===== src/nfcs_pkg.sv =====
package nfcs_pkg;

    localparam int unsigned FIELD_ADDR_W = 19;
    localparam int unsigned DATA_W       = 16;
    localparam int unsigned TICKS_W      = 16;

    // request codes
    localparam logic [2:0] MODE_READ         = 3'd0;
    localparam logic [2:0] MODE_PROGRAM      = 3'd1;
    localparam logic [2:0] MODE_SECTOR_ERASE = 3'd2;
    localparam logic [2:0] MODE_CHIP_ERASE   = 3'd3;
    localparam logic [2:0] MODE_READ_ID      = 3'd4;
    localparam logic [2:0] MODE_RESET        = 3'd5;
    localparam logic [2:0] MODE_TICK         = 3'd6;

    // result cycle kinds
    localparam logic [1:0] KIND_STATUS = 2'd0;
    localparam logic [1:0] KIND_WRITE  = 2'd1;
    localparam logic [1:0] KIND_READ   = 2'd2;

    // status codes
    localparam logic [1:0] STAT_OK      = 2'd0;
    localparam logic [1:0] STAT_TIMEOUT = 2'd1;
    localparam logic [1:0] STAT_BUSY    = 2'd2;

    // flash command words and unlock addresses
    localparam logic [DATA_W-1:0] CMD_UNLOCK1  = 16'h00AA;
    localparam logic [DATA_W-1:0] CMD_UNLOCK2  = 16'h0055;
    localparam logic [DATA_W-1:0] CMD_AUTOSEL  = 16'h0090;
    localparam logic [DATA_W-1:0] CMD_ERASE    = 16'h0080;
    localparam logic [DATA_W-1:0] CMD_CHIP     = 16'h0010;
    localparam logic [DATA_W-1:0] CMD_SECTOR   = 16'h0030;
    localparam logic [DATA_W-1:0] CMD_PROGRAM  = 16'h00A0;
    localparam logic [DATA_W-1:0] CMD_RESET    = 16'h00F0;
    localparam logic [DATA_W-1:0] DATA_NONE    = 16'h0000;

    localparam logic [FIELD_ADDR_W-1:0] UNLOCK_A1 = 19'h00555;
    localparam logic [FIELD_ADDR_W-1:0] UNLOCK_A2 = 19'h002AA;

    localparam logic [TICKS_W-1:0] TIMEOUT_RESET = 16'd5000;

    // job queue
    localparam int unsigned QUEUE_DEPTH = 4;
    localparam int unsigned QPTR_W      = $clog2(QUEUE_DEPTH);
    localparam int unsigned QCNT_W      = $clog2(QUEUE_DEPTH + 1);

    // sequence step counter, longest sequence has six bus cycles
    localparam int unsigned STEP_W   = 3;
    localparam logic [STEP_W-1:0] MAX_STEP = 3'd5;

    typedef struct packed {
        logic [2:0]              mode;
        logic [FIELD_ADDR_W-1:0] flash_addr;
        logic [DATA_W-1:0]       prog_word;
        logic                    ready_pin;
        logic                    final_word;
    } req_t;

    typedef struct packed {
        logic [1:0]              cycle_kind;
        logic [FIELD_ADDR_W-1:0] bus_addr;
        logic [DATA_W-1:0]       bus_data;
        logic [1:0]              status;
        logic                    release_bus;
        logic                    last;
    } rsp_t;

    typedef enum logic [2:0] {
        JOB_READ         = 3'd0,
        JOB_PROGRAM      = 3'd1,
        JOB_SECTOR_ERASE = 3'd2,
        JOB_CHIP_ERASE   = 3'd3,
        JOB_READ_ID      = 3'd4,
        JOB_RESET        = 3'd5,
        JOB_STATUS       = 3'd6,
        JOB_TIMEOUT      = 3'd7
    } job_kind_t;

    typedef struct packed {
        job_kind_t               kind;
        logic [FIELD_ADDR_W-1:0] addr;
        logic [DATA_W-1:0]       data;
        logic [1:0]              status;
        logic                    rel;
    } job_t;

    typedef struct packed {
        logic valid;
        job_t job;
    } push_t;

    typedef struct packed {
        logic valid;
        job_t job;
    } head_t;

    typedef enum logic [2:0] {
        ASEL_JOB     = 3'd0,
        ASEL_ZERO    = 3'd1,
        ASEL_ONE     = 3'd2,
        ASEL_UNLOCK1 = 3'd3,
        ASEL_UNLOCK2 = 3'd4
    } addr_sel_t;

    typedef struct packed {
        logic [1:0]        cycle_kind;
        addr_sel_t         addr_sel;
        logic              use_job_data;
        logic [DATA_W-1:0] cmd;
        logic [1:0]        status;
        logic              rel;
        logic              last;
    } seq_t;

    function automatic seq_t seq_write(addr_sel_t sel, logic [DATA_W-1:0] cmd,
                                       logic rel, logic last);
        seq_t s;
        s.cycle_kind   = KIND_WRITE;
        s.addr_sel     = sel;
        s.use_job_data = 1'b0;
        s.cmd          = cmd;
        s.status       = STAT_OK;
        s.rel          = rel;
        s.last         = last;
        return s;
    endfunction

    function automatic seq_t seq_read(addr_sel_t sel, logic rel, logic last);
        seq_t s;
        s.cycle_kind   = KIND_READ;
        s.addr_sel     = sel;
        s.use_job_data = 1'b0;
        s.cmd          = DATA_NONE;
        s.status       = STAT_OK;
        s.rel          = rel;
        s.last         = last;
        return s;
    endfunction

    // One bus cycle of a job's sequence, chosen by job kind and step.
    function automatic seq_t seq_decode(job_kind_t kind, logic [STEP_W-1:0] step,
                                        logic job_rel, logic [1:0] job_status);
        seq_t s;
        s = seq_write(ASEL_ZERO, CMD_RESET, 1'b1, 1'b1);
        case (kind)
            JOB_READ:
            begin
                s = seq_read(ASEL_JOB, job_rel, 1'b1);
            end
            JOB_PROGRAM:
            begin
                case (step)
                    3'd0:    s = seq_write(ASEL_UNLOCK1, CMD_UNLOCK1, 1'b0, 1'b0);
                    3'd1:    s = seq_write(ASEL_UNLOCK2, CMD_UNLOCK2, 1'b0, 1'b0);
                    3'd2:    s = seq_write(ASEL_UNLOCK1, CMD_PROGRAM, 1'b0, 1'b0);
                    default:
                    begin
                        s = seq_write(ASEL_JOB, DATA_NONE, 1'b0, 1'b1);
                        s.use_job_data = 1'b1;
                    end
                endcase
            end
            JOB_SECTOR_ERASE, JOB_CHIP_ERASE:
            begin
                case (step)
                    3'd0:    s = seq_write(ASEL_UNLOCK1, CMD_UNLOCK1, 1'b0, 1'b0);
                    3'd1:    s = seq_write(ASEL_UNLOCK2, CMD_UNLOCK2, 1'b0, 1'b0);
                    3'd2:    s = seq_write(ASEL_UNLOCK1, CMD_ERASE, 1'b0, 1'b0);
                    3'd3:    s = seq_write(ASEL_UNLOCK1, CMD_UNLOCK1, 1'b0, 1'b0);
                    3'd4:    s = seq_write(ASEL_UNLOCK2, CMD_UNLOCK2, 1'b0, 1'b0);
                    default:
                    begin
                        if (kind == JOB_SECTOR_ERASE)
                        begin
                            s = seq_write(ASEL_JOB, CMD_SECTOR, 1'b1, 1'b1);
                        end
                        else
                        begin
                            s = seq_write(ASEL_UNLOCK1, CMD_CHIP, 1'b1, 1'b1);
                        end
                    end
                endcase
            end
            JOB_READ_ID:
            begin
                case (step)
                    3'd0:    s = seq_write(ASEL_UNLOCK1, CMD_UNLOCK1, 1'b0, 1'b0);
                    3'd1:    s = seq_write(ASEL_UNLOCK2, CMD_UNLOCK2, 1'b0, 1'b0);
                    3'd2:    s = seq_write(ASEL_UNLOCK1, CMD_AUTOSEL, 1'b0, 1'b0);
                    3'd3:    s = seq_read(ASEL_ZERO, 1'b0, 1'b0);
                    3'd4:    s = seq_read(ASEL_ONE, 1'b0, 1'b0);
                    default: s = seq_write(ASEL_ZERO, CMD_RESET, 1'b1, 1'b1);
                endcase
            end
            JOB_STATUS:
            begin
                s.cycle_kind = KIND_STATUS;
                s.addr_sel   = ASEL_ZERO;
                s.cmd        = DATA_NONE;
                s.status     = job_status;
                s.rel        = job_rel;
            end
            JOB_TIMEOUT:
            begin
                s.status = STAT_TIMEOUT;
            end
            default:
            begin
                s = seq_write(ASEL_ZERO, CMD_RESET, 1'b1, 1'b1);
            end
        endcase
        return s;
    endfunction

endpackage


===== src/nfcs_if.sv =====
interface nfcs_req_if;
    import nfcs_pkg::*;
    logic valid;
    logic ready;
    req_t payload;
    modport source (output valid, output payload, input ready);
    modport sink (input valid, input payload, output ready);
endinterface

interface nfcs_rsp_if;
    import nfcs_pkg::*;
    logic valid;
    logic ready;
    rsp_t payload;
    modport source (output valid, output payload, input ready);
    modport sink (input valid, input payload, output ready);
endinterface

interface nfcs_cfg_if;
    import nfcs_pkg::*;
    logic                 valid;
    logic                 ready;
    logic [TICKS_W-1:0]   data;
    modport source (output valid, output data, input ready);
    modport sink (input valid, input data, output ready);
endinterface


===== src/nfcs_front.sv =====
module nfcs_front (
    input  logic            clk,
    input  logic            rst_n,
    nfcs_req_if.sink        req,
    nfcs_cfg_if.sink        cfg,
    input  logic            queue_full,
    output nfcs_pkg::push_t push
);
    import nfcs_pkg::*;

    logic [TICKS_W-1:0] timeout_reg;
    logic               waiting_reg;
    logic               waiting_next;
    logic [TICKS_W-1:0] count_reg;
    logic [TICKS_W-1:0] count_next;
    logic               burst_final_reg;
    logic               burst_final_next;
    logic               accept;
    logic               want_push;
    job_t               job;

    assign req.ready = !queue_full;
    assign cfg.ready = 1'b1;
    assign accept    = req.valid && req.ready;

    always_comb
    begin
        want_push        = 1'b0;
        job.kind         = JOB_STATUS;
        job.addr         = req.payload.flash_addr;
        job.data         = req.payload.prog_word;
        job.status       = STAT_OK;
        job.rel          = 1'b0;
        waiting_next     = waiting_reg;
        count_next       = count_reg;
        burst_final_next = burst_final_reg;
        case (req.payload.mode)
            MODE_TICK:
            begin
                if (!waiting_reg)
                begin
                    want_push = 1'b1;
                end
                else if (req.payload.ready_pin)
                begin
                    want_push    = 1'b1;
                    job.rel      = burst_final_reg;
                    waiting_next = 1'b0;
                end
                else if (count_reg <= 16'd1)
                begin
                    want_push    = 1'b1;
                    job.kind     = JOB_TIMEOUT;
                    waiting_next = 1'b0;
                    count_next   = '0;
                end
                else
                begin
                    count_next = count_reg - 16'd1;
                end
            end
            MODE_READ, MODE_PROGRAM, MODE_SECTOR_ERASE, MODE_CHIP_ERASE,
            MODE_READ_ID, MODE_RESET:
            begin
                want_push = 1'b1;
                if (waiting_reg)
                begin
                    job.status = STAT_BUSY;
                end
                else
                begin
                    case (req.payload.mode)
                        MODE_READ:
                        begin
                            job.kind = JOB_READ;
                            job.rel  = req.payload.final_word;
                        end
                        MODE_PROGRAM:
                        begin
                            job.kind         = JOB_PROGRAM;
                            waiting_next     = 1'b1;
                            count_next       = timeout_reg;
                            burst_final_next = req.payload.final_word;
                        end
                        MODE_SECTOR_ERASE: job.kind = JOB_SECTOR_ERASE;
                        MODE_CHIP_ERASE:   job.kind = JOB_CHIP_ERASE;
                        MODE_READ_ID:      job.kind = JOB_READ_ID;
                        default:           job.kind = JOB_RESET;
                    endcase
                end
            end
            default:
            begin
                want_push = 1'b0;
            end
        endcase
    end

    assign push.valid = accept && want_push;
    assign push.job   = job;

    always_ff @(posedge clk or negedge rst_n)
    begin
        if (!rst_n)
        begin
            timeout_reg     <= TIMEOUT_RESET;
            waiting_reg     <= 1'b0;
            count_reg       <= '0;
            burst_final_reg <= 1'b0;
        end
        else
        begin
            if (cfg.valid && cfg.ready)
            begin
                timeout_reg <= cfg.data;
            end
            if (accept)
            begin
                waiting_reg     <= waiting_next;
                count_reg       <= count_next;
                burst_final_reg <= burst_final_next;
            end
        end
    end

    a_program_starts_wait: assert property (@(posedge clk) disable iff (!rst_n)
        (accept && !waiting_reg && req.payload.mode == MODE_PROGRAM) |=> waiting_reg)
        else $error("program accepted while idle did not start the ready wait");

endmodule


===== src/nfcs_queue.sv =====
module nfcs_queue (
    input  logic            clk,
    input  logic            rst_n,
    input  nfcs_pkg::push_t push,
    output logic            full,
    output nfcs_pkg::head_t head,
    input  logic            pop
);
    import nfcs_pkg::*;

    job_t              slots_reg [QUEUE_DEPTH];
    logic [QPTR_W-1:0] wr_ptr_reg;
    logic [QPTR_W-1:0] rd_ptr_reg;
    logic [QCNT_W-1:0] count_reg;
    logic [QCNT_W-1:0] count_next;
    logic              do_push;
    logic              do_pop;

    assign full       = (count_reg == QCNT_W'(QUEUE_DEPTH));
    assign head.valid = (count_reg != '0);
    assign head.job   = slots_reg[rd_ptr_reg];
    assign do_push    = push.valid && !full;
    assign do_pop     = pop && head.valid;
    assign count_next = count_reg + QCNT_W'(do_push) - QCNT_W'(do_pop);

    always_ff @(posedge clk)
    begin
        if (do_push)
        begin
            slots_reg[wr_ptr_reg] <= push.job;
        end
    end

    always_ff @(posedge clk or negedge rst_n)
    begin
        if (!rst_n)
        begin
            wr_ptr_reg <= '0;
            rd_ptr_reg <= '0;
            count_reg  <= '0;
        end
        else
        begin
            if (do_push)
            begin
                wr_ptr_reg <= wr_ptr_reg + QPTR_W'(1);
            end
            if (do_pop)
            begin
                rd_ptr_reg <= rd_ptr_reg + QPTR_W'(1);
            end
            count_reg <= count_next;
        end
    end

    a_no_push_when_full: assert property (@(posedge clk) disable iff (!rst_n)
        push.valid |-> !full)
        else $error("job pushed into a full queue");

    a_no_pop_when_empty: assert property (@(posedge clk) disable iff (!rst_n)
        pop |-> head.valid)
        else $error("job popped from an empty queue");

endmodule


===== src/nfcs_back.sv =====
module nfcs_back #(
    parameter int unsigned ADDR_BITS = 19
) (
    input  logic            clk,
    input  logic            rst_n,
    input  nfcs_pkg::head_t head,
    output logic            pop,
    nfcs_rsp_if.source      rsp
);
    import nfcs_pkg::*;

    localparam int unsigned KEEP_W = (ADDR_BITS < FIELD_ADDR_W) ? ADDR_BITS : FIELD_ADDR_W;
    localparam logic [FIELD_ADDR_W-1:0] ADDR_MASK =
        FIELD_ADDR_W'((64'd1 << KEEP_W) - 64'd1);

    logic [STEP_W-1:0]       step_reg;
    logic [STEP_W-1:0]       step_next;
    logic                    rsp_valid_reg;
    logic                    rsp_valid_next;
    rsp_t                    rsp_data_reg;
    rsp_t                    rsp_data_next;
    logic                    load;
    seq_t                    seq;
    logic [FIELD_ADDR_W-1:0] sel_addr;

    assign load = head.valid && (!rsp_valid_reg || rsp.ready);
    assign seq  = seq_decode(head.job.kind, step_reg, head.job.rel, head.job.status);
    assign pop  = load && seq.last;

    always_comb
    begin
        case (seq.addr_sel)
            ASEL_JOB:     sel_addr = head.job.addr;
            ASEL_ONE:     sel_addr = FIELD_ADDR_W'(1);
            ASEL_UNLOCK1: sel_addr = UNLOCK_A1;
            ASEL_UNLOCK2: sel_addr = UNLOCK_A2;
            default:      sel_addr = '0;
        endcase
    end

    always_comb
    begin
        rsp_data_next.cycle_kind  = seq.cycle_kind;
        rsp_data_next.bus_addr    = sel_addr & ADDR_MASK;
        rsp_data_next.bus_data    = seq.use_job_data ? head.job.data : seq.cmd;
        rsp_data_next.status      = seq.status;
        rsp_data_next.release_bus = seq.rel;
        rsp_data_next.last        = seq.last;

        step_next      = step_reg;
        rsp_valid_next = rsp_valid_reg;
        if (load)
        begin
            step_next      = seq.last ? '0 : step_reg + STEP_W'(1);
            rsp_valid_next = 1'b1;
        end
        else if (rsp.ready)
        begin
            rsp_valid_next = 1'b0;
        end
    end

    always_ff @(posedge clk or negedge rst_n)
    begin
        if (!rst_n)
        begin
            step_reg      <= '0;
            rsp_valid_reg <= 1'b0;
        end
        else
        begin
            step_reg      <= step_next;
            rsp_valid_reg <= rsp_valid_next;
        end
    end

    always_ff @(posedge clk)
    begin
        if (load)
        begin
            rsp_data_reg <= rsp_data_next;
        end
    end

    assign rsp.valid   = rsp_valid_reg;
    assign rsp.payload = rsp_data_reg;

    a_step_in_range: assert property (@(posedge clk) disable iff (!rst_n)
        step_reg <= MAX_STEP)
        else $error("sequence step beyond the longest command sequence");

    a_step_restarts: assert property (@(posedge clk) disable iff (!rst_n)
        pop |=> (step_reg == '0))
        else $error("step counter not cleared after the last bus cycle of a job");

endmodule


===== src/nor_flash_command_sequencer_unit.sv =====
// Channel  Dir   Payload                                              Transfer when
// -------  ----  ---------------------------------------------------  ----------------------
// cfg      in    data: program_timeout_ticks (16 bit)                 cfg.valid & cfg.ready
// req      in    mode, flash_addr, prog_word, ready_pin, final_word   req.valid & req.ready
// rsp      out   cycle_kind, bus_addr, bus_data, status,              rsp.valid & rsp.ready
//                release_bus, last
//
// Each request yields 0 to 6 results, one per bus cycle; the back end sends one result
// per clock while rsp.ready does not stall its output register.
// The front end takes one request per clock while the four-entry job queue has room;
// the wait state (program wait, tick countdown) is updated at the transfer itself.
// A stalled rsp holds its output register; the queue then fills and req.ready drops.
// Reset (rst_n low, asynchronous) empties the queue, clears the wait and loads the
// timeout register with 5000. cfg.ready is always high.
module nor_flash_command_sequencer_unit #(
    parameter int unsigned ADDR_BITS = 19
) (
    input  logic       clk,
    input  logic       rst_n,
    nfcs_cfg_if.sink   cfg,
    nfcs_req_if.sink   req,
    nfcs_rsp_if.source rsp
);
    import nfcs_pkg::*;

    push_t push;
    head_t head;
    logic  queue_full;
    logic  pop;

    // Front end: classify each request, track the program wait, push one job per
    // request that produces results.
    nfcs_front u_front (
        .clk        (clk),
        .rst_n      (rst_n),
        .req        (req),
        .cfg        (cfg),
        .queue_full (queue_full),
        .push       (push)
    );

    // Hold pending jobs so the front end keeps accepting while the bus side stalls.
    nfcs_queue u_queue (
        .clk   (clk),
        .rst_n (rst_n),
        .push  (push),
        .full  (queue_full),
        .head  (head),
        .pop   (pop)
    );

    // Back end: step through the head job's bus cycles, advance on each output
    // transfer slot, drop the job after its last cycle.
    nfcs_back #(
        .ADDR_BITS (ADDR_BITS)
    ) u_back (
        .clk   (clk),
        .rst_n (rst_n),
        .head  (head),
        .pop   (pop),
        .rsp   (rsp)
    );

endmodule

===== src/flat_wrapper.sv =====
// flat-port wrapper written by rule: the top's interface ports become plain ports
module nor_flash_command_sequencer_unit_flat import nfcs_pkg::*;
#(
    parameter int unsigned ADDR_BITS = 19
)
  (clk, rst_n, cfg_valid, cfg_data, cfg_ready, req_valid, req_payload, req_ready, rsp_valid, rsp_payload, rsp_ready);
  nfcs_cfg_if cfg_i ();
  nfcs_req_if req_i ();
  nfcs_rsp_if rsp_i ();
  input  logic clk;
  input  logic rst_n;
  input wire logic [$bits(cfg_i.valid)-1:0] cfg_valid;
  input wire logic [$bits(cfg_i.data)-1:0] cfg_data;
  output wire logic [$bits(cfg_i.ready)-1:0] cfg_ready;
  input wire logic [$bits(req_i.valid)-1:0] req_valid;
  input wire logic [$bits(req_i.payload)-1:0] req_payload;
  output wire logic [$bits(req_i.ready)-1:0] req_ready;
  output wire logic [$bits(rsp_i.valid)-1:0] rsp_valid;
  output wire logic [$bits(rsp_i.payload)-1:0] rsp_payload;
  input wire logic [$bits(rsp_i.ready)-1:0] rsp_ready;
  assign cfg_i.valid = cfg_valid;
  assign cfg_i.data = cfg_data;
  assign cfg_ready = cfg_i.ready;
  assign req_i.valid = req_valid;
  assign req_i.payload = req_payload;
  assign req_ready = req_i.ready;
  assign rsp_valid = rsp_i.valid;
  assign rsp_payload = rsp_i.payload;
  assign rsp_i.ready = rsp_ready;
  nor_flash_command_sequencer_unit #(.ADDR_BITS(ADDR_BITS)) u_core (.clk(clk), .rst_n(rst_n), .cfg(cfg_i), .req(req_i), .rsp(rsp_i));
endmodule

===== config.mk =====
export PLATFORM = sky130hd
export DESIGN_NAME = nor_flash_command_sequencer_unit_flat
export DESIGN_NICKNAME = d
export VERILOG_FILES = /design/src/nfcs_pkg.sv /design/src/nfcs_if.sv /design/src/nfcs_front.sv /design/src/nfcs_queue.sv /design/src/nfcs_back.sv /design/src/nor_flash_command_sequencer_unit.sv /design/src/flat_wrapper.sv
export SDC_FILE = /design/constraint.sdc
export NUM_CORES = 1
export LEC_CHECK = 0
export ABC_AREA = 1
export BUFFER_PORTS_ARGS = -buffer_cell sky130_fd_sc_hd__buf_2
export CAP_MARGIN = 20
export CORE_MARGIN = 2
export CORE_UTILIZATION = 25
export DETAILED_ROUTE_END_ITERATION = 12
export PLACE_DENSITY = 0.38
export SLEW_MARGIN = 30
export SYNTH_ARGS = -nofsm -noshare
export SYNTH_HDL_FRONTEND = slang
export SYNTH_SLANG_ARGS = --single-unit

===== constraint.sdc =====
create_clock -name clk -period 13.4 [get_ports clk]
set_input_delay 2.01 -clock clk [delete_from_list [all_inputs] [get_ports clk]]
set_output_delay 2.01 -clock clk [all_outputs]
set_load 0.05 [all_outputs]

==> results_tabular.tex, run 1 <==
\begin{tabular}{lr}
\hline
Metric & Value \\
\hline
\multicolumn{2}{l}{\textbf{Run status}} \\
Status & complete, no violations \\
\multicolumn{2}{l}{\textbf{Final layout}} \\
Top library cells by usage in the layout, fill and taps aside & sky130\_fd\_sc\_hd\_\_edfxtp\_1, sky130\_fd\_sc\_hd\_\_nor2\_1, sky130\_fd\_sc\_hd\_\_nand2\_1 \\
Commonest non-fill, non-tap cell in the layout & sky130\_fd\_sc\_hd\_\_edfxtp\_1 \\
Flip-flop count of the largest register after layout & 160 \\
Fraction of final layout cells with drive strength greater than 1 & 21.3\% \\
Post-synthesis to final-layout area growth & 19.2\% \\
Final \#Nets & 1080 \\
Antenna diode count & 0 \\
\multicolumn{2}{l}{\textbf{Critical path}} \\
Standard cell with the maximum stage delay on the critical path & sky130\_fd\_sc\_hd\_\_buf\_4 \\
Data required time at the worst endpoint & 13830 ps \\
Worst path top cell family by delay & simple AND/OR/NAND/NOR gates \\
Sort of element at the start of the critical path & flip-flop \\
Crit-path most repeated cell & sky130\_fd\_sc\_hd\_\_nor2\_4 \\
Buffers plus inverters on the worst setup path & 3 \\
Setup slack of the most critical reg-to-reg path & 9080 ps \\
Classification of the worst setup path & flip-flop to flip-flop \\
Worst-path fanout max & 87 \\
Critical Path AT & 4750 ps \\
Slowest Stage Delay on Critical Path & 680 ps \\
Cells along the critical path & buf\_4 > inv\_6 > nand2\_1 > nand3\_1 > nand2\_2 > nor2\_4 > nand3\_1 > nand2\_1 > nor2\_4 > nor2\_4 > ha\_1 > inv\_1 > ha\_1 > fa\_1 > xor2\_1 \\
Nature of the critical path endpoint & flip-flop \\
\multicolumn{2}{l}{\textbf{Floorplan}} \\
Die height & 209 um \\
Die area & 43700 um\^{}2 \\
Core region area & 41700 um\^{}2 \\
Initial standard-cell utilization of the core & 25.2\% \\
I/O pins & 105 \\
Width of the die & 209 um \\
Cell row count & 75 \\
\multicolumn{2}{l}{\textbf{Clock network}} \\
Number of levels in the clock H-tree & 1 \\
Number of buffers inserted by post-CTS setup repair & 0 \\
Hold-fix buffers at CTS & 0 \\
Clock insertion delay at the later pin of the skew report & 550 ps \\
Clock-pin slew on the worst setup and hold paths & 60 ps \\
Quantity of gates resized following cts & 0 \\
Root Buffer Master & sky130\_fd\_sc\_hd\_\_clkbuf\_16 \\
Clock sink count & 246 \\
Number of buffers created by CTS & 29 \\
Buffer levels on the longest clock path & 3 \\
CTS tree & yes \\
\multicolumn{2}{l}{\textbf{Detailed routing}} \\
Residual antenna-violating net count after detailed routing & 0 \\
Number of DRC markers after the initial detailed-route iteration & 344 \\
Post-detailed-routing wire length & 25600 um \\
Detail-routed via count per cell & 4.35 \\
Routed length per instance & 16.4 um \\
Remaining routing DRC violations & 0 \\
1st-pass router iterations & 5 \\
Overall via count from detail\_route & 6805 \\
\multicolumn{2}{l}{\textbf{Logic synthesis}} \\
EDFF count, synth & 201 \\
Number of distinct library cells after synthesis & 42 \\
Area contributors post-synth & sky130\_fd\_sc\_hd\_\_edfxtp\_1, sky130\_fd\_sc\_hd\_\_dfrtp\_1, sky130\_fd\_sc\_hd\_\_nor2\_1 \\
Share of synthesized cell area in and, or, nand and nor gates & 14.1\% \\
Count of warnings emitted by yosys & 0 \\
Post-Synth Adder-Cell Area & 1.74\% \\
Proportion of synthesized flip-flops having asynchronous set or reset & 18.3\% \\
Flops \& latches, synth & 246 \\
Combinational family with the most area after synthesis & simple AND/OR/NAND/NOR gates \\
Post-synthesis sequential area ratio & 68.2\% \\
Most common flop cell mapped by yosys & sky130\_fd\_sc\_hd\_\_edfxtp\_1 \\
Average footprint of a synthesized cell & 11.7 um\^{}2 \\
Nets in the synthesized netlist & 974 \\
Synth area leader & sky130\_fd\_sc\_hd\_\_edfxtp\_1 \\
Multiplexer share of the synthesized area & 1.29\% \\
Complex-gate fraction of the synthesized area & 9.91\% \\
Post-Synthesis Cell Area & 10500 um\^{}2 \\
Post-synthesis xor/xnor area fraction & 0.667\% \\
Post-synthesis instance total & 899 \\
Share of Yosys cell area claimed by the top area cell type & 57.5\% \\
\multicolumn{2}{l}{\textbf{Timing}} \\
Final Setup Violations & 0 \\
RSZ-0062 raised after global routing & no \\
Worst slew margin & 39.6\% \\
Pins Over Slew Limit & 0 \\
Clock period minus final worst setup slack & 4320 ps \\
Part of the cycle the worst path needs & 32.2\% \\
Achievable clock frequency & 232 MHz \\
Post-layout worst setup margin & 9080 ps \\
Final-layout setup total negative slack & 0 ps \\
Final hold viol count & 0 \\
Least-Margin Pin Slew & 905 ps \\
Layout Skew & 23.4 ps \\
\multicolumn{2}{l}{\textbf{GRT}} \\
Initial antenna violation count & 1 \\
Final global-route overflow total & 0 \\
First-pass GRT wire length & 39900 um \\
Total global routing track utilization & 11.8\% \\
Via count of the first global-routing pass & 6580 \\
Largest net degree at the start of global routing & 88 \\
\multicolumn{2}{l}{\textbf{Place}} \\
HPWL after detailed placement & 16000 um \\
Worst slack at placement & 8840 ps \\
RePlAce Congestion & 0.793 \\
Port Buf Inserts & 103 \\
\multicolumn{2}{l}{\textbf{Power and ir drop}} \\
IR Drop Worst-Case VDD & 81.9 uV \\
Static leakage & 4.80 nW \\
Pwr/cell area & 247 nW/um\^{}2 \\
\multicolumn{2}{l}{\textbf{Run}} \\
Number of maximum-capacitance violations & 0 \\
\multicolumn{2}{l}{\textbf{Worst hold path}} \\
HP Class & flip-flop to flip-flop \\
\hline
\end{tabular}
## worst paths after layout
check                                                    from                       endpoint  cells past startpoint
worst min-delay path            u_core.u_front.timeout_reg[6]  u_core.u_front.timeout_reg[6]                      1
max in group asynchronous                               rst_n   u_core.u_queue.rd_ptr_reg[0]                      2
min in group asynchronous                               rst_n  u_core.u_front.timeout_reg[1]                      2
worst min register to register  u_core.u_front.timeout_reg[6]  u_core.u_front.timeout_reg[6]                      1
worst max register to register   u_core.u_queue.rd_ptr_reg[0]    u_core.u_queue.count_reg[2]                     15
worst max-delay path             u_core.u_queue.rd_ptr_reg[0]    u_core.u_queue.count_reg[2]                     15
## metrics by stage
| step | util [%] | hold WS (ps) | instance area, um^2 | total power [mW] | cells |
|---|---|---|---|---|---|
| 4_1_cts | 30.1 | 521 | 12500 | 3.16 | 1564 |
| 3_3_place_gp | 27.9 | 494 | 11600 | 2.39 | 1513 |
| 5_1_grt | 30.1 | 532 | 12500 | 3.32 | 1564 |
| 2_1_floorplan | - | 455 | 10500 | 2.05 | 899 |
| 6_report | 30.1 | 512 | 12500 | 3.10 | 1564 |
| 3_5_place_dp | 27.9 | 506 | 11600 | 2.39 | 1513 |
## kinds of logic after synthesis
logic type / count (synthesis)
and+or+nand+nor: 334
AOI/OAI and AO/OA: 184
adders and majority gates: 14
xor gates and xnor gates: 8
other: 1
DFF: 246
muxes: 12
buffers and inverters: 100
## where the power goes
group / total (mW) / switching [mW] / internal [mW] / leakage, nW
clock: 0.754 / 0.303 / 0.450 / 0.440
sequential: 1.16 / 0.0773 / 1.08 / 2.40
combinational: 1.19 / 0.886 / 0.303 / 1.97
total: 3.10 / 1.27 / 1.83 / 4.80
## cell usage after synthesis (all sizes together), types with 2 or more instances
master / number
a21oi: 49
a22oi: 7
a31oi: 11
a32o: 8
buf: 10
clkbuf: 26
dfrtp: 40
dfstp: 5
edfxtp: 201
ha: 13
inv: 64
mux2: 12
nand2: 134
nand3: 44
nand4: 4
nor2: 142
nor3: 5
o21a: 2
o21ai: 89
o22ai: 15
or2: 3
xor2: 7
## layer usage
layer | up-vias | global-route usage, % | share of wire (%)
met5 | - | 0 | 0.043
met4 | 2 | 3.52 | 2.6
met3 | 53 | 2.58 | 4.9
met2 | 142 | 18.7 | 46
met1 | 3245 | 16.2 | 46
li1 | 3363 | - | -
## final cells by class
class	instances	area (um^2)
well taps	539	674
flip-flops and latches	246	7170
fillers	4276	29100
clock inverters	16	150
multi-input cells	553	2960
inverters	64	248
repair buffers	111	576
clock buffers	35	748
No activity file was read; power rests on OpenSTA's default activity.
==> run 2, diff against run 1 <==
- ABC_AREA: 1 -> 0
- clock period: 13.4 -> 4 ns (I/O delays scaled with it)
==> run 2 against run 1 <==
Worst setup slack got worse by 8400 ps. Cell area grew 0.42%. Synthesized cell count shrank 29%. Non-clock buffer count grew 3. Clock skew shrank 15 ps. Sequential share of layout area fell by 0.21 points. Routed wire length shrank 2.0%. Critical path type unchanged. Largest power group is now sequential cells. Worst hold slack worse by 440 ps. Synthesized area is 0.54% lower.
==> results_tabular.tex, run 2 <==
\begin{tabular}{lr}
\hline
Metric & Value \\
\hline
\multicolumn{2}{l}{\textbf{Timing}} \\
Final Setup Violations & 0 \\
Clock period minus final worst setup slack & 3330 ps \\
Pins Over Slew Limit & 0 \\
Final-layout setup total negative slack & 0 ps \\
RSZ-0062 raised after global routing & no \\
Worst slew margin & 45.1\% \\
Achievable clock frequency & 300 MHz \\
Final hold viol count & 0 \\
Part of the cycle the worst path needs & 83.3\% \\
Least-Margin Pin Slew & 822 ps \\
Hold slack & 74.7 ps \\
Post-layout worst setup margin & 668 ps \\
Layout Skew & 8.66 ps \\
\multicolumn{2}{l}{\textbf{Place}} \\
Port Buf Inserts & 103 \\
HPWL after detailed placement & 16100 um \\
RePlAce Congestion & 0.858 \\
Worst slack at placement & 646 ps \\
\multicolumn{2}{l}{\textbf{Critical path}} \\
Nature of the critical path endpoint & flip-flop \\
Critical Path AT & 3800 ps \\
Slowest Stage Delay on Critical Path & 730 ps \\
Cells along the critical path & mux4\_2 > or3\_1 > o32ai\_4 > nor3\_1 > ha\_1 > inv\_1 > ha\_1 > fa\_1 > xnor2\_1 \\
Data required time at the worst endpoint & 4470 ps \\
Worst-path fanout max & 15 \\
Standard cell with the maximum stage delay on the critical path & sky130\_fd\_sc\_hd\_\_mux4\_2 \\
Crit-path most repeated cell & sky130\_fd\_sc\_hd\_\_ha\_1 \\
Classification of the worst setup path & flip-flop to flip-flop \\
Buffers plus inverters on the worst setup path & 1 \\
Startpoint of the most critical register-to-register path & u\_core.u\_queue.rd\_ptr\_reg[0] \\
Worst path top cell family by delay & adder cells \\
Start point of the critical path & u\_core.u\_queue.rd\_ptr\_reg[0] \\
Crit path depth & 9 \\
Sort of element at the start of the critical path & flip-flop \\
Worst-case reg-to-reg path depth & 9 \\
\multicolumn{2}{l}{\textbf{Final layout}} \\
Antenna diode count & 0 \\
Post-synthesis to final-layout area growth & 20.4\% \\
Commonest non-fill, non-tap cell in the layout & sky130\_fd\_sc\_hd\_\_edfxtp\_1 \\
Area of the multi-input gates & 3020 um\^{}2 \\
Top library cells by usage in the layout, fill and taps aside & sky130\_fd\_sc\_hd\_\_edfxtp\_1, sky130\_fd\_sc\_hd\_\_buf\_2, sky130\_fd\_sc\_hd\_\_mux4\_2 \\
Fraction of final layout cells with drive strength greater than 1 & 33.1\% \\
Count of fill cells added during filler insertion & 4067 \\
Register area & 7170 um\^{}2 \\
Flip-flop count of the largest register after layout & 160 \\
Final \#Nets & 831 \\
\multicolumn{2}{l}{\textbf{Detailed routing}} \\
Routed length per instance & 19.2 um \\
1st-pass router iterations & 5 \\
Detail-routed via count per cell & 4.58 \\
Residual antenna-violating net count after detailed routing & 0 \\
Post-detailed-routing wire length & 25100 um \\
Number of DRC markers after the initial detailed-route iteration & 386 \\
Routed metal-1 wirelength & 11600 um \\
Amount of wire on met3 after detailed routing & 1350 um \\
Overall via count from detail\_route & 6010 \\
Routed length on met2 & 11700 um \\
Remaining routing DRC violations & 0 \\
Highest metal layer with signal wires & met5 \\
\multicolumn{2}{l}{\textbf{Logic synthesis}} \\
Post-synthesis instance total & 638 \\
EDFF count, synth & 201 \\
Average footprint of a synthesized cell & 16.4 um\^{}2 \\
Flops \& latches, synth & 246 \\
Post-synthesis sequential area ratio & 68.6\% \\
Post-Synthesis Cell Area & 10400 um\^{}2 \\
Area contributors post-synth & sky130\_fd\_sc\_hd\_\_edfxtp\_1, sky130\_fd\_sc\_hd\_\_dfrtp\_1, sky130\_fd\_sc\_hd\_\_mux4\_2 \\
Share of Yosys cell area claimed by the top area cell type & 57.8\% \\
Most common library cells after synthesis & sky130\_fd\_sc\_hd\_\_edfxtp\_1, sky130\_fd\_sc\_hd\_\_mux4\_2, sky130\_fd\_sc\_hd\_\_dfrtp\_1, sky130\_fd\_sc\_hd\_\_inv\_1, sky130\_fd\_sc\_hd\_\_nand2\_1 \\
Most common flop cell mapped by yosys & sky130\_fd\_sc\_hd\_\_edfxtp\_1 \\
Most instantiated library cell after synthesis & sky130\_fd\_sc\_hd\_\_edfxtp\_1 \\
Synth area leader & sky130\_fd\_sc\_hd\_\_edfxtp\_1 \\
Nets in the synthesized netlist & 713 \\
Proportion of synthesized flip-flops having asynchronous set or reset & 18.3\% \\
Number of distinct library cells after synthesis & 78 \\
Count of warnings emitted by yosys & 0 \\
\multicolumn{2}{l}{\textbf{Clock network}} \\
CTS tree & yes \\
Clock insertion delay at the later pin of the skew report & 550 ps \\
Number of buffers created by CTS & 30 \\
Number of levels in the clock H-tree & 1 \\
Clock-pin slew on the worst setup and hold paths & 60 ps \\
Number of buffers inserted by post-CTS setup repair & 0 \\
Hold-fix buffers at CTS & 0 \\
Root Buffer Master & sky130\_fd\_sc\_hd\_\_clkbuf\_16 \\
Quantity of gates resized following cts & 0 \\
Buffer levels on the longest clock path & 3 \\
Clock sink count & 246 \\
\multicolumn{2}{l}{\textbf{Power and ir drop}} \\
Overall power & 10.2 mW \\
Pwr/cell area & 811 nW/um\^{}2 \\
Static leakage & 4.45 nW \\
IR Drop Worst-Case VDD & 326 uV \\
\multicolumn{2}{l}{\textbf{Floorplan}} \\
I/O pins & 105 \\
Die height & 208 um \\
Core region area & 41000 um\^{}2 \\
Die area & 43400 um\^{}2 \\
Width of the die & 208 um \\
Initial standard-cell utilization of the core & 25.5\% \\
Cell row count & 74 \\
\multicolumn{2}{l}{\textbf{GRT}} \\
Via count of the first global-routing pass & 6382 \\
Largest net degree at the start of global routing & 46 \\
Initial antenna violation count & 3 \\
First-pass GRT wire length & 39000 um \\
Total global routing track utilization & 11.5\% \\
Final global-route overflow total & 0 \\
\multicolumn{2}{l}{\textbf{Run}} \\
Number of maximum-capacitance violations & 0 \\
\multicolumn{2}{l}{\textbf{Worst hold path}} \\
HP Class & primary input to async pin \\
\multicolumn{2}{l}{\textbf{Run status}} \\
Status & complete, no violations \\
\hline
\end{tabular}
-- run 2: changes by cell type in the layout (fill, tap and decap cells not counted), moves of 9 or more --
cell	before	now
sky130_fd_sc_hd__a21oi_1	49	24
sky130_fd_sc_hd__inv_1	57	30
sky130_fd_sc_hd__nand3_1	38	6
sky130_fd_sc_hd__o22ai_1	15	3
sky130_fd_sc_hd__o21ai_0	82	22
sky130_fd_sc_hd__mux4_2	0	41
sky130_fd_sc_hd__nand2_1	124	29
sky130_fd_sc_hd__nor2_4	10	0
sky130_fd_sc_hd__nor2b_1	0	11
sky130_fd_sc_hd__nor3b_1	0	9
sky130_fd_sc_hd__nor2_1	124	26
-- run 2: worst reg2reg max path, cell delays in order, from the launching register on --
cell                      delay, ps
sky130_fd_sc_hd__dfrtp_4        620
sky130_fd_sc_hd__mux4_2         730
sky130_fd_sc_hd__or3_1          440
sky130_fd_sc_hd__o32ai_4        160
sky130_fd_sc_hd__nor3_1         140
sky130_fd_sc_hd__ha_1           310
sky130_fd_sc_hd__inv_1           40
sky130_fd_sc_hd__ha_1           200
sky130_fd_sc_hd__fa_1           410
sky130_fd_sc_hd__xnor2_1        180
-- run 2: cell type report --
class | count | share of cell area (%)
flip-flops and latches | 246 | 57.0
inverters | 33 | 0.985
clock inverters | 21 | 1.40
well taps | 532 | 5.29
repair buffers | 114 | 4.97
multi-input cells | 331 | 24.0
clock buffers | 35 | 6.28
-- run 2: path summary, 6_finish.rpt --
| path | endpoint | slack [ps] |
|---|---|---|
| hold reg to reg | u_core.u_front.timeout_reg[6] | 510 |
| hold / removal | u_core.u_front.timeout_reg[4] | 70 |
| min in group clk | u_core.u_queue.slots_reg[3][34] | 260 |
| setup / recovery | u_core.u_queue.count_reg[2] | 670 |
| max in group asynchronous | u_core.u_queue.rd_ptr_reg[0] | 3440 |
| setup reg to reg | u_core.u_queue.count_reg[2] | 670 |
-- run 2: report_power, final --
group | leakage, nW | switching, mW | internal (mW) | total, mW
Sequential | 2.40 | 0.371 | 3.60 | 3.97
Combinational | 1.59 | 2.36 | 1.27 | 3.63
Clock | 0.458 | 1.05 | 1.54 | 2.59
-- run 2: per-stage QoR --
step / cell area, um^2 / utilization [%] / cells
6_report: 12600 / 30.7 / 1312
5_1_grt: 12600 / 30.7 / 1312
4_1_cts: 12600 / 30.7 / 1312
3_5_place_dp: 11600 / 28.3 / 1256
3_3_place_gp: 11600 / 28.3 / 1256
2_1_floorplan: 10400 / - / 638
-- run 2: routing by layer --
metal | GRT usage, % | up-vias
li1 | - | 2732
met3 | 2.32 | 38
met2 | 18.3 | 166
met1 | 16.1 | 3068
met5 | 0 | -
met4 | 3.13 | 6
-- run 2: cell families after synthesis --
family / synth area share, %
xor+xnor: 0.838
compound gates: 8.43
buf+inv: 2.62
fa+ha+maj: 1.75
flops: 68.6
other cells: 0.0359
mux: 10.9
simple gates: 6.85
==> run 3, diff against run 2 <==
- PLACE_DENSITY: 0.38 -> 0.4
- clock period: 4 -> 3 ns (I/O delays scaled with it)
==> run 3 against run 2 <==
Critical path depth up 1. First-iteration DRC count down 43%. Total power up 36%. Sequential share of layout area down 1.2 points. Combinational power up 42%. Highest routed layer unchanged. Count of clock-buffer cells in the layout down 4. Cell count up 2.2%. Clock skew up 4.0 ps. Critical endpoint unchanged. Largest cell class unchanged. Utilization up 0.68 points. Worst setup slack worse by 510 ps. Largest power group unchanged. Clock power up 38%. Worst hold slack better by 38 ps.
==> results_tabular.tex, run 3 (synthesis results as in run 2) <==
\begin{tabular}{lr}
\hline
Metric & Value \\
\hline
\multicolumn{2}{l}{\textbf{Run status}} \\
Status & complete, no violations \\
\multicolumn{2}{l}{\textbf{Detailed routing}} \\
Overall via count from detail\_route & 6009 \\
Residual antenna-violating net count after detailed routing & 0 \\
Remaining routing DRC violations & 0 \\
Detail-routed via count per cell & 4.48 \\
1st-pass router iterations & 4 \\
Post-detailed-routing wire length & 24700 um \\
Routed length per instance & 18.4 um \\
Number of DRC markers after the initial detailed-route iteration & 219 \\
\multicolumn{2}{l}{\textbf{GRT}} \\
Largest net degree at the start of global routing & 41 \\
Total global routing track utilization & 11.3\% \\
First-pass GRT wire length & 38100 um \\
Via count of the first global-routing pass & 6337 \\
Initial antenna violation count & 1 \\
Final global-route overflow total & 0 \\
\multicolumn{2}{l}{\textbf{Floorplan}} \\
I/O pins & 105 \\
Core region area & 41000 um\^{}2 \\
Cell row count & 74 \\
Width of the die & 208 um \\
Die area & 43400 um\^{}2 \\
Die height & 208 um \\
Initial standard-cell utilization of the core & 25.5\% \\
\multicolumn{2}{l}{\textbf{Run}} \\
Number of maximum-capacitance violations & 0 \\
\multicolumn{2}{l}{\textbf{Critical path}} \\
Startpoint of the most critical register-to-register path & u\_core.u\_queue.rd\_ptr\_reg[0] \\
R2R Path End & u\_core.u\_queue.count\_reg[2] \\
Slowest Stage Delay on Critical Path & 520 ps \\
Data required time at the worst endpoint & 3430 ps \\
Worst-path fanout max & 5 \\
Nature of the critical path endpoint & flip-flop \\
Worst-case reg-to-reg path depth & 10 \\
Buffers plus inverters on the worst setup path & 2 \\
Standard cell with the maximum stage delay on the critical path & sky130\_fd\_sc\_hd\_\_mux4\_2 \\
Setup slack of the most critical reg-to-reg path & 160 ps \\
Crit-path most repeated cell & sky130\_fd\_sc\_hd\_\_ha\_1 \\
Critical Path AT & 3270 ps \\
Classification of the worst setup path & flip-flop to flip-flop \\
Worst path top cell family by delay & adder cells \\
Cells along the critical path & mux4\_2 > or3\_4 > o32ai\_4 > nor3\_1 > buf\_4 > ha\_1 > inv\_1 > ha\_1 > fa\_2 > xnor2\_1 \\
Sort of element at the start of the critical path & flip-flop \\
\multicolumn{2}{l}{\textbf{Timing}} \\
Clock period minus final worst setup slack & 2840 ps \\
Part of the cycle the worst path needs & 94.6\% \\
Worst slew margin & 55.3\% \\
Hold slack & 113 ps \\
Least-Margin Pin Slew & 670 ps \\
Final Setup Violations & 0 \\
Final-layout setup total negative slack & 0 ps \\
Post-layout worst setup margin & 162 ps \\
Achievable clock frequency & 352 MHz \\
Pins Over Slew Limit & 0 \\
RSZ-0062 raised after global routing & no \\
Layout Skew & 12.6 ps \\
Final hold viol count & 0 \\
\multicolumn{2}{l}{\textbf{Clock network}} \\
CTS tree & yes \\
Clock insertion delay at the later pin of the skew report & 550 ps \\
Root Buffer Master & sky130\_fd\_sc\_hd\_\_clkbuf\_16 \\
Clock-pin slew on the worst setup and hold paths & 60 ps \\
Number of buffers created by CTS & 29 \\
Buffer levels on the longest clock path & 3 \\
Number of levels in the clock H-tree & 1 \\
Clock sink count & 246 \\
\multicolumn{2}{l}{\textbf{Worst hold path}} \\
Number of instances on the worst hold path & 1 \\
Worst hold start & req\_payload[9] \\
Worst Hold End & u\_core.u\_queue.slots\_reg[2][10] \\
HP Class & primary input to flip-flop \\
\multicolumn{2}{l}{\textbf{Place}} \\
Port Buf Inserts & 103 \\
Placed Instances & 1288 \\
RePlAce Congestion & 0.795 \\
HPWL after detailed placement & 16100 um \\
Worst slack at placement & 83.0 ps \\
\multicolumn{2}{l}{\textbf{Final layout}} \\
Final \#Nets & 863 \\
Flip-flop count of the largest register after layout & 160 \\
Post-synthesis to final-layout area growth & 23.0\% \\
Commonest non-fill, non-tap cell in the layout & sky130\_fd\_sc\_hd\_\_edfxtp\_1 \\
Antenna diode count & 0 \\
Fraction of final layout cells with drive strength greater than 1 & 36.3\% \\
Top library cells by usage in the layout, fill and taps aside & sky130\_fd\_sc\_hd\_\_edfxtp\_1, sky130\_fd\_sc\_hd\_\_buf\_2, sky130\_fd\_sc\_hd\_\_mux4\_2 \\
Layout Cells excl Fill & 1341 \\
\multicolumn{2}{l}{\textbf{Power and ir drop}} \\
Static leakage & 4.64 nW \\
IR Drop Worst-Case VDD & 493 uV \\
Overall power & 13.9 mW \\
Pwr/cell area & 1080 nW/um\^{}2 \\
\hline
\end{tabular}
## run 3: stage by stage
step | cell area (um^2) | utilization (%)
2_1_floorplan | 10500 | -
3_3_place_gp | 11900 | 28.9
3_5_place_dp | 11900 | 28.9
4_1_cts | 12800 | 31.3
5_1_grt | 12900 | 31.3
6_report | 12900 | 31.3
## run 3: layout make-up
class,count,area (um^2)
Multi-Input combinational cell,331,3030
Timing Repair Buffer,147,898
Inverter,33,124
Fill cell,4060,28200
Sequential cell,246,7170
Clock inverter,21,233
Tap cell,532,666
Clock buffer,31,733
## run 3: worst register-to-register path, delay by kind of cell (launching register included)
kind                     cells  cell delay, ps
buffers and inverters        2             190
multiplexers                 1             530
AND/OR/NAND/NOR              2             480
adder cells (fa/ha/maj)      3             820
XOR/XNOR                     1             130
AO/OA/AOI/OAI                1             120
flip-flops                   1             450
## run 3: worst max-delay path by stage
stage	cells after the start	endpoint	start	slack [ps]
after CTS	12	u_core.u_queue.count_reg[2]	u_core.u_back.step_reg[0]	70
after global routing	12	u_core.u_queue.count_reg[1]	u_core.u_back.step_reg[0]	5
after global placement	10	u_core.u_queue.count_reg[2]	u_core.u_queue.rd_ptr_reg[0]	110
final	10	u_core.u_queue.count_reg[2]	u_core.u_queue.rd_ptr_reg[0]	160
after floorplan	10	u_core.u_queue.count_reg[2]	u_core.u_front.count_reg[12]	90
after detailed placement	10	u_core.u_queue.count_reg[2]	u_core.u_queue.rd_ptr_reg[0]	80
## run 3: layer usage
layer | share of wire [%] | routed length [um] | GRT usage (%)
met3 | 4.7 | 1150 | 2.37
met4 | 1.9 | 477 | 3.15
met5 | 0.044 | 11 | 0
met1 | 46 | 11400 | 15.0
met2 | 47 | 11600 | 18.8
## run 3: what timing repair did
item,in CTS,in global routing
setup buffers,0,0
setup endpoints to repair,0,2
resized for setup,0,4
hold buffers,1,0
endpoints found under the hold margin,21,0
## run 3: power breakdown
group	switching (mW)	internal (mW)	total, mW
Clock	1.39	2.18	3.57
Combinational	3.22	1.93	5.15
Sequential	0.395	4.80	5.19
